File: src/sha256_pkg.sv
// package for the sha-256 stream hasher: widths, init values, round constants
// and round helper functions; no dependencies
`timescale 1ns / 1ps
package sha256_pkg;

   localparam int WordWidth  = 32;

   typedef logic [WordWidth-1:0] word_type;

   // commands from controller to datapath
   typedef struct packed {
      logic       load_byte;   // store req byte at fill position
      logic       start_block; // copy chaining words into working vars
      logic       round;       // one compression round
      logic       finish;      // add working vars into chaining words
      logic       restart;     // chaining words to initial values, counters cleared
      logic [1:0] src;         // block source for schedule words
      logic [5:0] rnd;         // round number
   } dp_cmd_type;

   // status from datapath to controller
   typedef struct packed {
      logic [5:0] fill;
   } dp_stat_type;

   localparam logic [1:0] SrcBuf   = 2'd0; // full buffer
   localparam logic [1:0] SrcPad   = 2'd1; // buffer + 0x80 + length
   localparam logic [1:0] SrcPadNl = 2'd2; // buffer + 0x80, no length
   localparam logic [1:0] SrcLen   = 2'd3; // zeros + length

   function automatic word_type init_word(input logic [2:0] i);
      word_type r;
      case (i)
         3'd0: r = 32'h6a09e667;
         3'd1: r = 32'hbb67ae85;
         3'd2: r = 32'h3c6ef372;
         3'd3: r = 32'ha54ff53a;
         3'd4: r = 32'h510e527f;
         3'd5: r = 32'h9b05688c;
         3'd6: r = 32'h1f83d9ab;
         default: r = 32'h5be0cd19;
      endcase
      return r;
   endfunction

   localparam word_type RoundK [64] = '{
      32'h428a2f98, 32'h71374491, 32'hb5c0fbcf, 32'he9b5dba5, 32'h3956c25b,
      32'h59f111f1, 32'h923f82a4, 32'hab1c5ed5, 32'hd807aa98, 32'h12835b01,
      32'h243185be, 32'h550c7dc3, 32'h72be5d74, 32'h80deb1fe, 32'h9bdc06a7,
      32'hc19bf174, 32'he49b69c1, 32'hefbe4786, 32'h0fc19dc6, 32'h240ca1cc,
      32'h2de92c6f, 32'h4a7484aa, 32'h5cb0a9dc, 32'h76f988da, 32'h983e5152,
      32'ha831c66d, 32'hb00327c8, 32'hbf597fc7, 32'hc6e00bf3, 32'hd5a79147,
      32'h06ca6351, 32'h14292967, 32'h27b70a85, 32'h2e1b2138, 32'h4d2c6dfc,
      32'h53380d13, 32'h650a7354, 32'h766a0abb, 32'h81c2c92e, 32'h92722c85,
      32'ha2bfe8a1, 32'ha81a664b, 32'hc24b8b70, 32'hc76c51a3, 32'hd192e819,
      32'hd6990624, 32'hf40e3585, 32'h106aa070, 32'h19a4c116, 32'h1e376c08,
      32'h2748774c, 32'h34b0bcb5, 32'h391c0cb3, 32'h4ed8aa4a, 32'h5b9cca4f,
      32'h682e6ff3, 32'h748f82ee, 32'h78a5636f, 32'h84c87814, 32'h8cc70208,
      32'h90befffa, 32'ha4506ceb, 32'hbef9a3f7, 32'hc67178f2};

   function automatic word_type rotr(input word_type x, input int n);
      return (x >> n) | (x << (WordWidth - n));
   endfunction

endpackage

File: src/sha256_dp.sv
// sha-256 datapath: length counter, message schedule window (which also
// collects the block bytes), working variables and chaining words; uses sha256_pkg
`timescale 1ns / 1ps
module sha256_dp
   import sha256_pkg::*;
(
   input  logic        clock,
   input  logic        reset,
   input  dp_cmd_type  cmd,
   input  logic [7:0]  req_data_byte,
   input  logic [2:0]  out_sel,
   output dp_stat_type stat,
   output word_type    out_word
);

   logic [5:0]  fill_ff, fill_in;
   logic [60:0] count_ff, count_in;
   word_type    h_ff [8];
   word_type    v_ff [8];
   word_type    w_ff [16];
   logic [63:0] bits;
   word_type    blk_word;
   word_type    part_word;
   word_type    w_cur, w_new, t1, t2, s0, s1, e, a;

   assign stat.fill = fill_ff;
   assign out_word  = h_ff[out_sel];
   assign bits      = {count_ff, 3'b000};

   // block word for the first 16 rounds; window slot 0 holds stored word rnd
   always_comb begin
      // partly filled word: stored bytes, then the 0x80 pad, then zeros
      for (int j = 0; j < 4; j++) begin
         if (j < int'(fill_ff[1:0])) part_word[8*(3-j) +: 8] = w_ff[0][8*(3-j) +: 8];
         else if (j == int'(fill_ff[1:0])) part_word[8*(3-j) +: 8] = 8'h80;
         else part_word[8*(3-j) +: 8] = 8'h00;
      end
      case (cmd.src)
         SrcBuf: blk_word = w_ff[0];
         SrcPad, SrcPadNl: begin
            if (cmd.rnd[3:0] < fill_ff[5:2]) blk_word = w_ff[0];
            else if (cmd.rnd[3:0] == fill_ff[5:2]) blk_word = part_word;
            else blk_word = '0;
         end
         default: blk_word = '0;
      endcase
      // bit length in the last two words
      if (cmd.src == SrcPad || cmd.src == SrcLen) begin
         if (cmd.rnd[3:0] == 4'd14) blk_word = bits[63:32];
         else if (cmd.rnd[3:0] == 4'd15) blk_word = bits[31:0];
      end
   end

   // schedule expansion on a 16-word sliding window
   always_comb begin
      s0    = rotr(w_ff[1], 7) ^ rotr(w_ff[1], 18) ^ (w_ff[1] >> 3);
      s1    = rotr(w_ff[14], 17) ^ rotr(w_ff[14], 19) ^ (w_ff[14] >> 10);
      w_new = w_ff[0] + s0 + w_ff[9] + s1;
      w_cur = (cmd.rnd < 6'd16) ? blk_word : w_new;
      e  = v_ff[4];
      a  = v_ff[0];
      t1 = v_ff[7] + (rotr(e, 6) ^ rotr(e, 11) ^ rotr(e, 25)) +
           ((e & v_ff[5]) ^ (~e & v_ff[6])) + RoundK[cmd.rnd] + w_cur;
      t2 = (rotr(a, 2) ^ rotr(a, 13) ^ rotr(a, 22)) +
           ((a & v_ff[1]) ^ (a & v_ff[2]) ^ (v_ff[1] & v_ff[2]));
   end

   // fill and byte count
   always_comb begin
      fill_in  = fill_ff;
      count_in = count_ff;
      if (cmd.load_byte) begin
         fill_in  = fill_ff + 6'd1;
         count_in = count_ff + 61'd1;
      end
      if (cmd.restart) begin
         fill_in  = '0;
         count_in = '0;
      end
   end

   always_ff @(posedge clock) begin
      if (reset) begin
         fill_ff  <= '0;
         count_ff <= '0;
      end else begin
         fill_ff  <= fill_in;
         count_ff <= count_in;
      end
   end

   // byte intake into the window, schedule shift and working variables
   always_ff @(posedge clock) begin
      if (cmd.load_byte) begin
         w_ff[fill_ff[5:2]][{~fill_ff[1:0], 3'b000} +: 8] <= req_data_byte;
      end else if (cmd.start_block) begin
         for (int i = 0; i < 8; i++) v_ff[i] <= h_ff[i];
      end else if (cmd.round) begin
         for (int i = 0; i < 15; i++) w_ff[i] <= w_ff[i+1];
         w_ff[15] <= w_cur;
         v_ff[7] <= v_ff[6];
         v_ff[6] <= v_ff[5];
         v_ff[5] <= v_ff[4];
         v_ff[4] <= v_ff[3] + t1;
         v_ff[3] <= v_ff[2];
         v_ff[2] <= v_ff[1];
         v_ff[1] <= v_ff[0];
         v_ff[0] <= t1 + t2;
      end
   end

   // chaining words
   always_ff @(posedge clock) begin
      if (reset || cmd.restart) begin
         for (int i = 0; i < 8; i++) h_ff[i] <= init_word(3'(i));
      end else if (cmd.finish) begin
         for (int i = 0; i < 8; i++) h_ff[i] <= h_ff[i] + v_ff[i];
      end
   end

endmodule

File: src/sha256_ctrl.sv
// sha-256 controller: sequences byte intake, compressions, padding and
// digest output; uses sha256_pkg
`timescale 1ns / 1ps
module sha256_ctrl
   import sha256_pkg::*;
(
   input  logic        clock,
   input  logic        reset,
   input  logic        req_valid,
   input  logic        req_byte_present,
   input  logic        req_end_of_message,
   output logic        req_stall,
   output logic        rsp_valid,
   input  logic        rsp_stall,
   output logic [2:0]  out_sel,
   input  dp_stat_type stat,
   output dp_cmd_type  cmd
);

   localparam logic [2:0] StIdle  = 3'd0;
   localparam logic [2:0] StStart = 3'd1;
   localparam logic [2:0] StRound = 3'd2;
   localparam logic [2:0] StFin   = 3'd3;
   localparam logic [2:0] StOut   = 3'd4;

   logic [2:0] state_ff, state_in;
   logic [5:0] rnd_ff, rnd_in;
   logic [1:0] src_ff, src_in;
   logic       pend_ff, pend_in;   // digest pending after this block
   logic       two_ff, two_in;     // length block still to follow
   logic [2:0] idx_ff, idx_in;
   logic       take;

   assign req_stall = (state_ff != StIdle);
   assign take      = req_valid && !req_stall;
   assign rsp_valid = (state_ff == StOut);
   assign out_sel   = idx_ff;

   always_comb begin
      state_in = state_ff;
      rnd_in   = rnd_ff;
      src_in   = src_ff;
      pend_in  = pend_ff;
      two_in   = two_ff;
      idx_in   = idx_ff;
      cmd      = '0;
      cmd.src  = src_ff;
      cmd.rnd  = rnd_ff;
      case (state_ff)
         StIdle: begin
            if (take) begin
               cmd.load_byte = req_byte_present;
               if (req_byte_present && stat.fill == 6'd63) begin
                  src_in   = SrcBuf;
                  pend_in  = req_end_of_message;
                  two_in   = 1'b0;
                  state_in = StStart;
               end else if (req_end_of_message) begin
                  // fill after this item's byte decides one or two blocks
                  pend_in  = 1'b1;
                  two_in   = 1'b0;
                  state_in = StStart;
                  if ((req_byte_present ? stat.fill + 6'd1 : stat.fill) >= 6'd56) begin
                     src_in = SrcPadNl;
                     two_in = 1'b1;
                  end else begin
                     src_in = SrcPad;
                  end
               end
            end
         end
         StStart: begin
            cmd.start_block = 1'b1;
            rnd_in   = '0;
            state_in = StRound;
         end
         StRound: begin
            cmd.round = 1'b1;
            rnd_in    = rnd_ff + 6'd1;
            if (rnd_ff == 6'd63) state_in = StFin;
         end
         StFin: begin
            cmd.finish = 1'b1;
            if (src_ff == SrcBuf && pend_ff) begin
               // full block at end of message: pad block follows, fill is zero
               src_in   = SrcPad;
               state_in = StStart;
            end else if (two_ff) begin
               two_in   = 1'b0;
               src_in   = SrcLen;
               state_in = StStart;
            end else if (pend_ff) begin
               idx_in   = '0;
               state_in = StOut;
            end else begin
               state_in = StIdle;
            end
         end
         StOut: begin
            if (!rsp_stall) begin
               idx_in = idx_ff + 3'd1;
               if (idx_ff == 3'd7) begin
                  cmd.restart = 1'b1;
                  pend_in     = 1'b0;
                  state_in    = StIdle;
               end
            end
         end
         default: state_in = StIdle;
      endcase
   end

   always_ff @(posedge clock) begin
      if (reset) begin
         state_ff <= StIdle;
         pend_ff  <= 1'b0;
         two_ff   <= 1'b0;
         idx_ff   <= '0;
      end else begin
         state_ff <= state_in;
         pend_ff  <= pend_in;
         two_ff   <= two_in;
         idx_ff   <= idx_in;
      end
   end

   always_ff @(posedge clock) begin
      rnd_ff <= rnd_in;
      src_ff <= src_in;
   end

endmodule

File: src/sha256_stream_hasher_core.sv
// top level of the sha-256 stream hasher; joins sha256_ctrl and sha256_dp
// uses sha256_pkg
`timescale 1ns / 1ps
// Byte-serial SHA-256. An item carrying a byte that does not complete a
// 64-byte block is taken without a stall. A byte that completes a block holds
// the input while one shared round unit runs the 64 rounds.
// An end-of-message item runs one or two padding compressions and then
// offers eight digest words, index 0 first, one per cycle when not stalled;
// the last has rsp_last_word set. After the eighth word the hasher is back
// at its initial state for the next message.
module sha256_stream_hasher_core
   import sha256_pkg::*;
(
   input  logic        clock,
   input  logic        reset,
   input  logic        req_valid,
   output logic        req_stall,
   input  logic [7:0]  req_data_byte,
   input  logic        req_byte_present,
   input  logic        req_end_of_message,
   output logic        rsp_valid,
   input  logic        rsp_stall,
   output logic [31:0] rsp_digest_word,
   output logic [2:0]  rsp_word_index,
   output logic        rsp_last_word
);

   dp_cmd_type  cmd;
   dp_stat_type stat;
   logic [2:0]  sel;

   sha256_ctrl u_ctrl (
      .clock, .reset, .req_valid, .req_byte_present, .req_end_of_message,
      .req_stall, .rsp_valid, .rsp_stall, .out_sel(sel), .stat, .cmd
   );

   sha256_dp u_dp (
      .clock, .reset, .cmd, .req_data_byte, .out_sel(sel), .stat,
      .out_word(rsp_digest_word)
   );

   assign rsp_word_index = sel;
   assign rsp_last_word  = (sel == 3'd7);

endmodule

File: config.mk
export PLATFORM = sky130hd
export DESIGN_NAME = sha256_stream_hasher_core
export DESIGN_NICKNAME = d
export VERILOG_FILES = /design/src/sha256_pkg.sv /design/src/sha256_dp.sv /design/src/sha256_ctrl.sv /design/src/sha256_stream_hasher_core.sv
export SDC_FILE = /design/constraint.sdc
export NUM_CORES = 2
export LEC_CHECK = 0
export ABC_AREA = 1
export BUFFER_PORTS_ARGS = -buffer_cell sky130_fd_sc_hd__buf_2
export CAP_MARGIN = 20
export CORE_MARGIN = 3
export CORE_UTILIZATION = 48
export CTS_CLUSTER_SIZE = 40
export DETAILED_ROUTE_END_ITERATION = 10
export MAX_ROUTING_LAYER = met4
export PLACE_DENSITY_LB_ADDON = 0.08
export SYNTH_ARGS = -nofsm -noshare
export SYNTH_HDL_FRONTEND = slang
export SYNTH_SLANG_ARGS = --single-unit
export TNS_END_PERCENT = 100
File: constraint.sdc
create_clock -name clock -period 15.8 [get_ports clock]
set_input_delay 3.16 -clock clock [delete_from_list [all_inputs] [get_ports clock]]
set_output_delay 3.16 -clock clock [all_outputs]
set_load 0.03 [all_outputs]
==> impl_summary.md <==
Worst setup path
On the worst path, the slowest cell contributes a delay of 0.71 ns. STA classifies the critical path startpoint as a register. The timing startpoint of the critical path is u_dp.w_ff[1][29]$_DFFE_PP_. The start-to-end type of the worst setup path is reg -> reg. On the critical path, the stage with the largest delay is an instance of sky130_fd_sc_hd__a2111oi_0.

For the worst setup path, the data required time is 16.38 ns. STA classifies the critical path endpoint as a register. The startpoint of the worst-slack reg-to-reg timing path is u_dp.w_ff[1][29]$_DFFE_PP_.

The biggest fanout along the worst timing path is 6. The dominant cell type by count on the critical path is sky130_fd_sc_hd__nand2_1. Data arrives at the worst endpoint at 11.28 ns.

Die
The full die area is 165,000 um^2. The boundary pin count is 52. The number of placement rows is 146. The die is 406 um tall. The region available for standard cell placement spans 159,000 um^2.

The die is 406 um wide. For this configuration, the core starts out at a cell density of 48.5%.

Synth
Yosys attributes the largest share of cell area to sky130_fd_sc_hd__edfxtp_1 40%, sky130_fd_sc_hd__nand2_1 11%, sky130_fd_sc_hd__ha_1 6.8%. The synthesized area is 76,900 um^2. The number of nets in the synthesized netlist is 9,938.

Counting flops and latches in the post-synthesis netlist gives 1,110. During synthesis, Yosys emitted a total of 0 warnings. Dividing the synthesized area by the synthesized cell count gives 8.26 um^2. The largest total area in the synthesized netlist belongs to sky130_fd_sc_hd__edfxtp_1. The share of Yosys cell area claimed by the top area cell type is 40.3%. Among all flip-flop cells after synthesis, the most frequent one is sky130_fd_sc_hd__edfxtp_1.

The share of flip-flops with an asynchronous set or reset after synthesis is 0%. The synthesized design contains 1,032 enable-type register cells. The share of the Yosys chip area taken by registers is 42.3%. The post-synthesis instance total is 9,310. The post-synthesis cell type count is 73.

Status
The run finished with clean final reports.

Timing
The slew of the pin with the lowest slew margin is 1.28 ns. The max-slew headroom at the worst pin is 14.1%. Setup repair after global routing left no endpoint under its margin. The final count of hold timing violations was 0. The setup TNS is 0 ns. Setup violations remaining at the end of the flow were counted as 0. The worst setup skew after layout is 0.0559 ns. The upper clock frequency limit is 0.0934 GHz. The max-slew violation count was 0. The final worst-path cycle share is 67.8%. The clock period could shrink to 10.70 ns.

Detailed routing
Summed over all layers, the routed wires come to 321,000 um. The detailed router finished its first iteration with 7,412 violations. The routed layout has 68,900 vias. The average via count per standard cell is 5.99. Dividing the detail-routed wire length by the instance count gives 28.0 um. The first-pass iteration count of the detailed router is 6. The post-detailed-route count of antenna-violating nets is 0. The detailed-route DRC error count is 0.

GRT
Global routing consumed, over all layers together, 39.5% of the routing resources. Entering global routing, the biggest net connects 154 pins. The initial antenna violation count came to 6. The number of global-route vias before repair is 66,500. For this run the aggregate overflow at the end of global routing stands at 0.

The global-route wire length before repair is 456,000 um.

Finish
The area overhead of the layout relative to synthesis is 9.28%. The post-route netlist has 5.58% of its cells at a drive strength greater than 1. The final-stage net count is 9,938.

Worst hold path
The path type of the worst min-delay path is reg -> reg. The startpoint of the most critical hold path is u_dp.count_ff[60]$_SDFFE_PP0P_.

Clock network
The cell at the root of the clock tree is sky130_fd_sc_hd__clkbuf_16. The total of hold buffers inserted after clock tree synthesis is 0. Clock-pin slew was measured on the worst setup and hold paths at 0.06 ns. The CTS tree is done. The clock latency on the worst-skew pair is 0.85 ns. Clock tree synthesis inserted a total of 135 buffers.

The number of buffers on the longest clock path is 3. In this run the post-CTS setup repair buffer count came out at 0. The number of H-tree levels is 4. Post-CTS repair changed the size of 0 cells. The clock sink total is 1,110.

Placement
Summed over all nets, the half-perimeter wirelength after detailed placement is 250,000 um. Routability-driven placement finished with a final weighted congestion of 1.10. The count of buffers from port buffering is 51.

Job
The number of violations of the max-capacitance limit is 0.
cell usage after synthesis, types with 8 or more instances:
cell	count
sky130_fd_sc_hd__nand2_1	2326
sky130_fd_sc_hd__inv_1	1108
sky130_fd_sc_hd__edfxtp_1	1032
sky130_fd_sc_hd__o21ai_0	949
sky130_fd_sc_hd__a21oi_1	817
sky130_fd_sc_hd__nor2_1	591
sky130_fd_sc_hd__ha_1	419
sky130_fd_sc_hd__clkbuf_1	302
sky130_fd_sc_hd__nand3_1	292
sky130_fd_sc_hd__fa_1	195
sky130_fd_sc_hd__xor2_1	195
sky130_fd_sc_hd__xnor2_1	152
sky130_fd_sc_hd__nor3_1	147
sky130_fd_sc_hd__a31oi_1	78
sky130_fd_sc_hd__dfxtp_1	78
sky130_fd_sc_hd__o21a_1	69
sky130_fd_sc_hd__or2_2	60
sky130_fd_sc_hd__nand4_1	57
sky130_fd_sc_hd__a21o_1	45
sky130_fd_sc_hd__o21ai_1	39
sky130_fd_sc_hd__o21bai_1	36
sky130_fd_sc_hd__nor4_1	32
sky130_fd_sc_hd__buf_1	29
sky130_fd_sc_hd__o22ai_1	29
sky130_fd_sc_hd__o211ai_1	27
sky130_fd_sc_hd__a221oi_1	19
sky130_fd_sc_hd__o221ai_1	19
sky130_fd_sc_hd__a211oi_1	16
sky130_fd_sc_hd__nand3b_1	11
sky130_fd_sc_hd__a21boi_0	10
sky130_fd_sc_hd__o31ai_1	9
sky130_fd_sc_hd__a21boi_1	8
sky130_fd_sc_hd__buf_2	8
sky130_fd_sc_hd__inv_2	8
worst max-delay path, delay by kind of cell, from the launching register on:
kind,cells,cell delay (ns)
fa+ha+maj,8,3.69
simple gates,16,2.84
compound gates,5,1.64
xor+xnor,4,1.31
flops,1,0.52
buf+inv,6,0.43
layer usage:
layer,vias up,track usage [%],wire length [um]
met5,-,-,0
met1,33000,43.6,115000
li1,31500,-,-
met3,976,5.26,21800
met4,0,29.7,29700
met2,3428,65.2,155000
logic make-up after synthesis:
kind of cell / share of synthesized area [%]
buf+inv: 7.17
simple gates: 18.9
fa+ha+maj: 11.9
xor+xnor: 3.95
compound gates: 15.7
flops: 42.3
layout make-up:
cell class                      instances  area, um^2
Fill cell                           15100       74700
Multi-Input combinational cell       6737       38900
Sequential cell                      1110       32600
Inverter                             1122        4240
Clock buffer                          161        3540
Tap cell                             2072        2590
Timing Repair Buffer                  204        1340
Clock inverter                         85         880
Antenna cell                            7        17.5
metrics by stage:
step	setup slack (ns)	util (%)	std cells	hold WS, ns	area (um^2)
after global routing	4.66	53.0	11500	0.511	84100
after detailed placement	5.27	50.0	11200	0.467	79400
final	5.10	53.0	11500	0.484	84100
after floorplan	5.50	-	9310	0.431	76900
after global placement	5.09	50.0	11200	0.453	79300
after CTS	5.19	52.8	11500	0.476	83800
flip-flops by register name, indices dropped and copies added, names as in the netlist, named ones only:
register	flops
u_dp.count_ff	61
u_dp.w_ff	512
u_ctrl.src_ff	2
u_ctrl.pend_ff	1
u_dp.stat	6
u_ctrl.out_sel	3
u_ctrl.rnd_ff	6
u_ctrl.two_ff	1
u_dp.h_ff	256
u_ctrl.state_ff	3
u_dp.v_ff	256
worst paths after layout:
check                                         to  slack (ns)  cells after the start
hold reg to reg   u_dp.count_ff[60]$_SDFFE_PP0P_        0.48                      2
setup / recovery      u_dp.v_ff[0][29]$_DFFE_PP_        5.10                     39
setup reg to reg      u_dp.v_ff[0][29]$_DFFE_PP_        5.10                     39
hold / removal    u_dp.count_ff[60]$_SDFFE_PP0P_        0.48                      2
cells in the final DEF, fill, tap and decap left out, types with 36 or more instances in the layout:
cell                        count
sky130_fd_sc_hd__buf_2         81
sky130_fd_sc_hd__clkbuf_16    137
sky130_fd_sc_hd__o21bai_1      36
sky130_fd_sc_hd__fa_1         195
sky130_fd_sc_hd__a21o_1        45
sky130_fd_sc_hd__xnor2_1      152
sky130_fd_sc_hd__or2_2         60
sky130_fd_sc_hd__nand3_1      292
sky130_fd_sc_hd__o21ai_1       42
sky130_fd_sc_hd__buf_4        108
sky130_fd_sc_hd__nand4_1       57
sky130_fd_sc_hd__ha_1         419
sky130_fd_sc_hd__a31oi_1       77
sky130_fd_sc_hd__o21ai_0      946
sky130_fd_sc_hd__dfxtp_1       76
sky130_fd_sc_hd__nand2_1     2324
sky130_fd_sc_hd__nor2_1       590
sky130_fd_sc_hd__edfxtp_1    1032
sky130_fd_sc_hd__nor3_1       147
sky130_fd_sc_hd__a21oi_1      817
sky130_fd_sc_hd__o21a_1        69
sky130_fd_sc_hd__xor2_1       195
sky130_fd_sc_hd__inv_1       1105
Power is left out: the tool's default activity adds up to more than one toggle a clock period on the data nets, which glitch-free logic cannot reach.
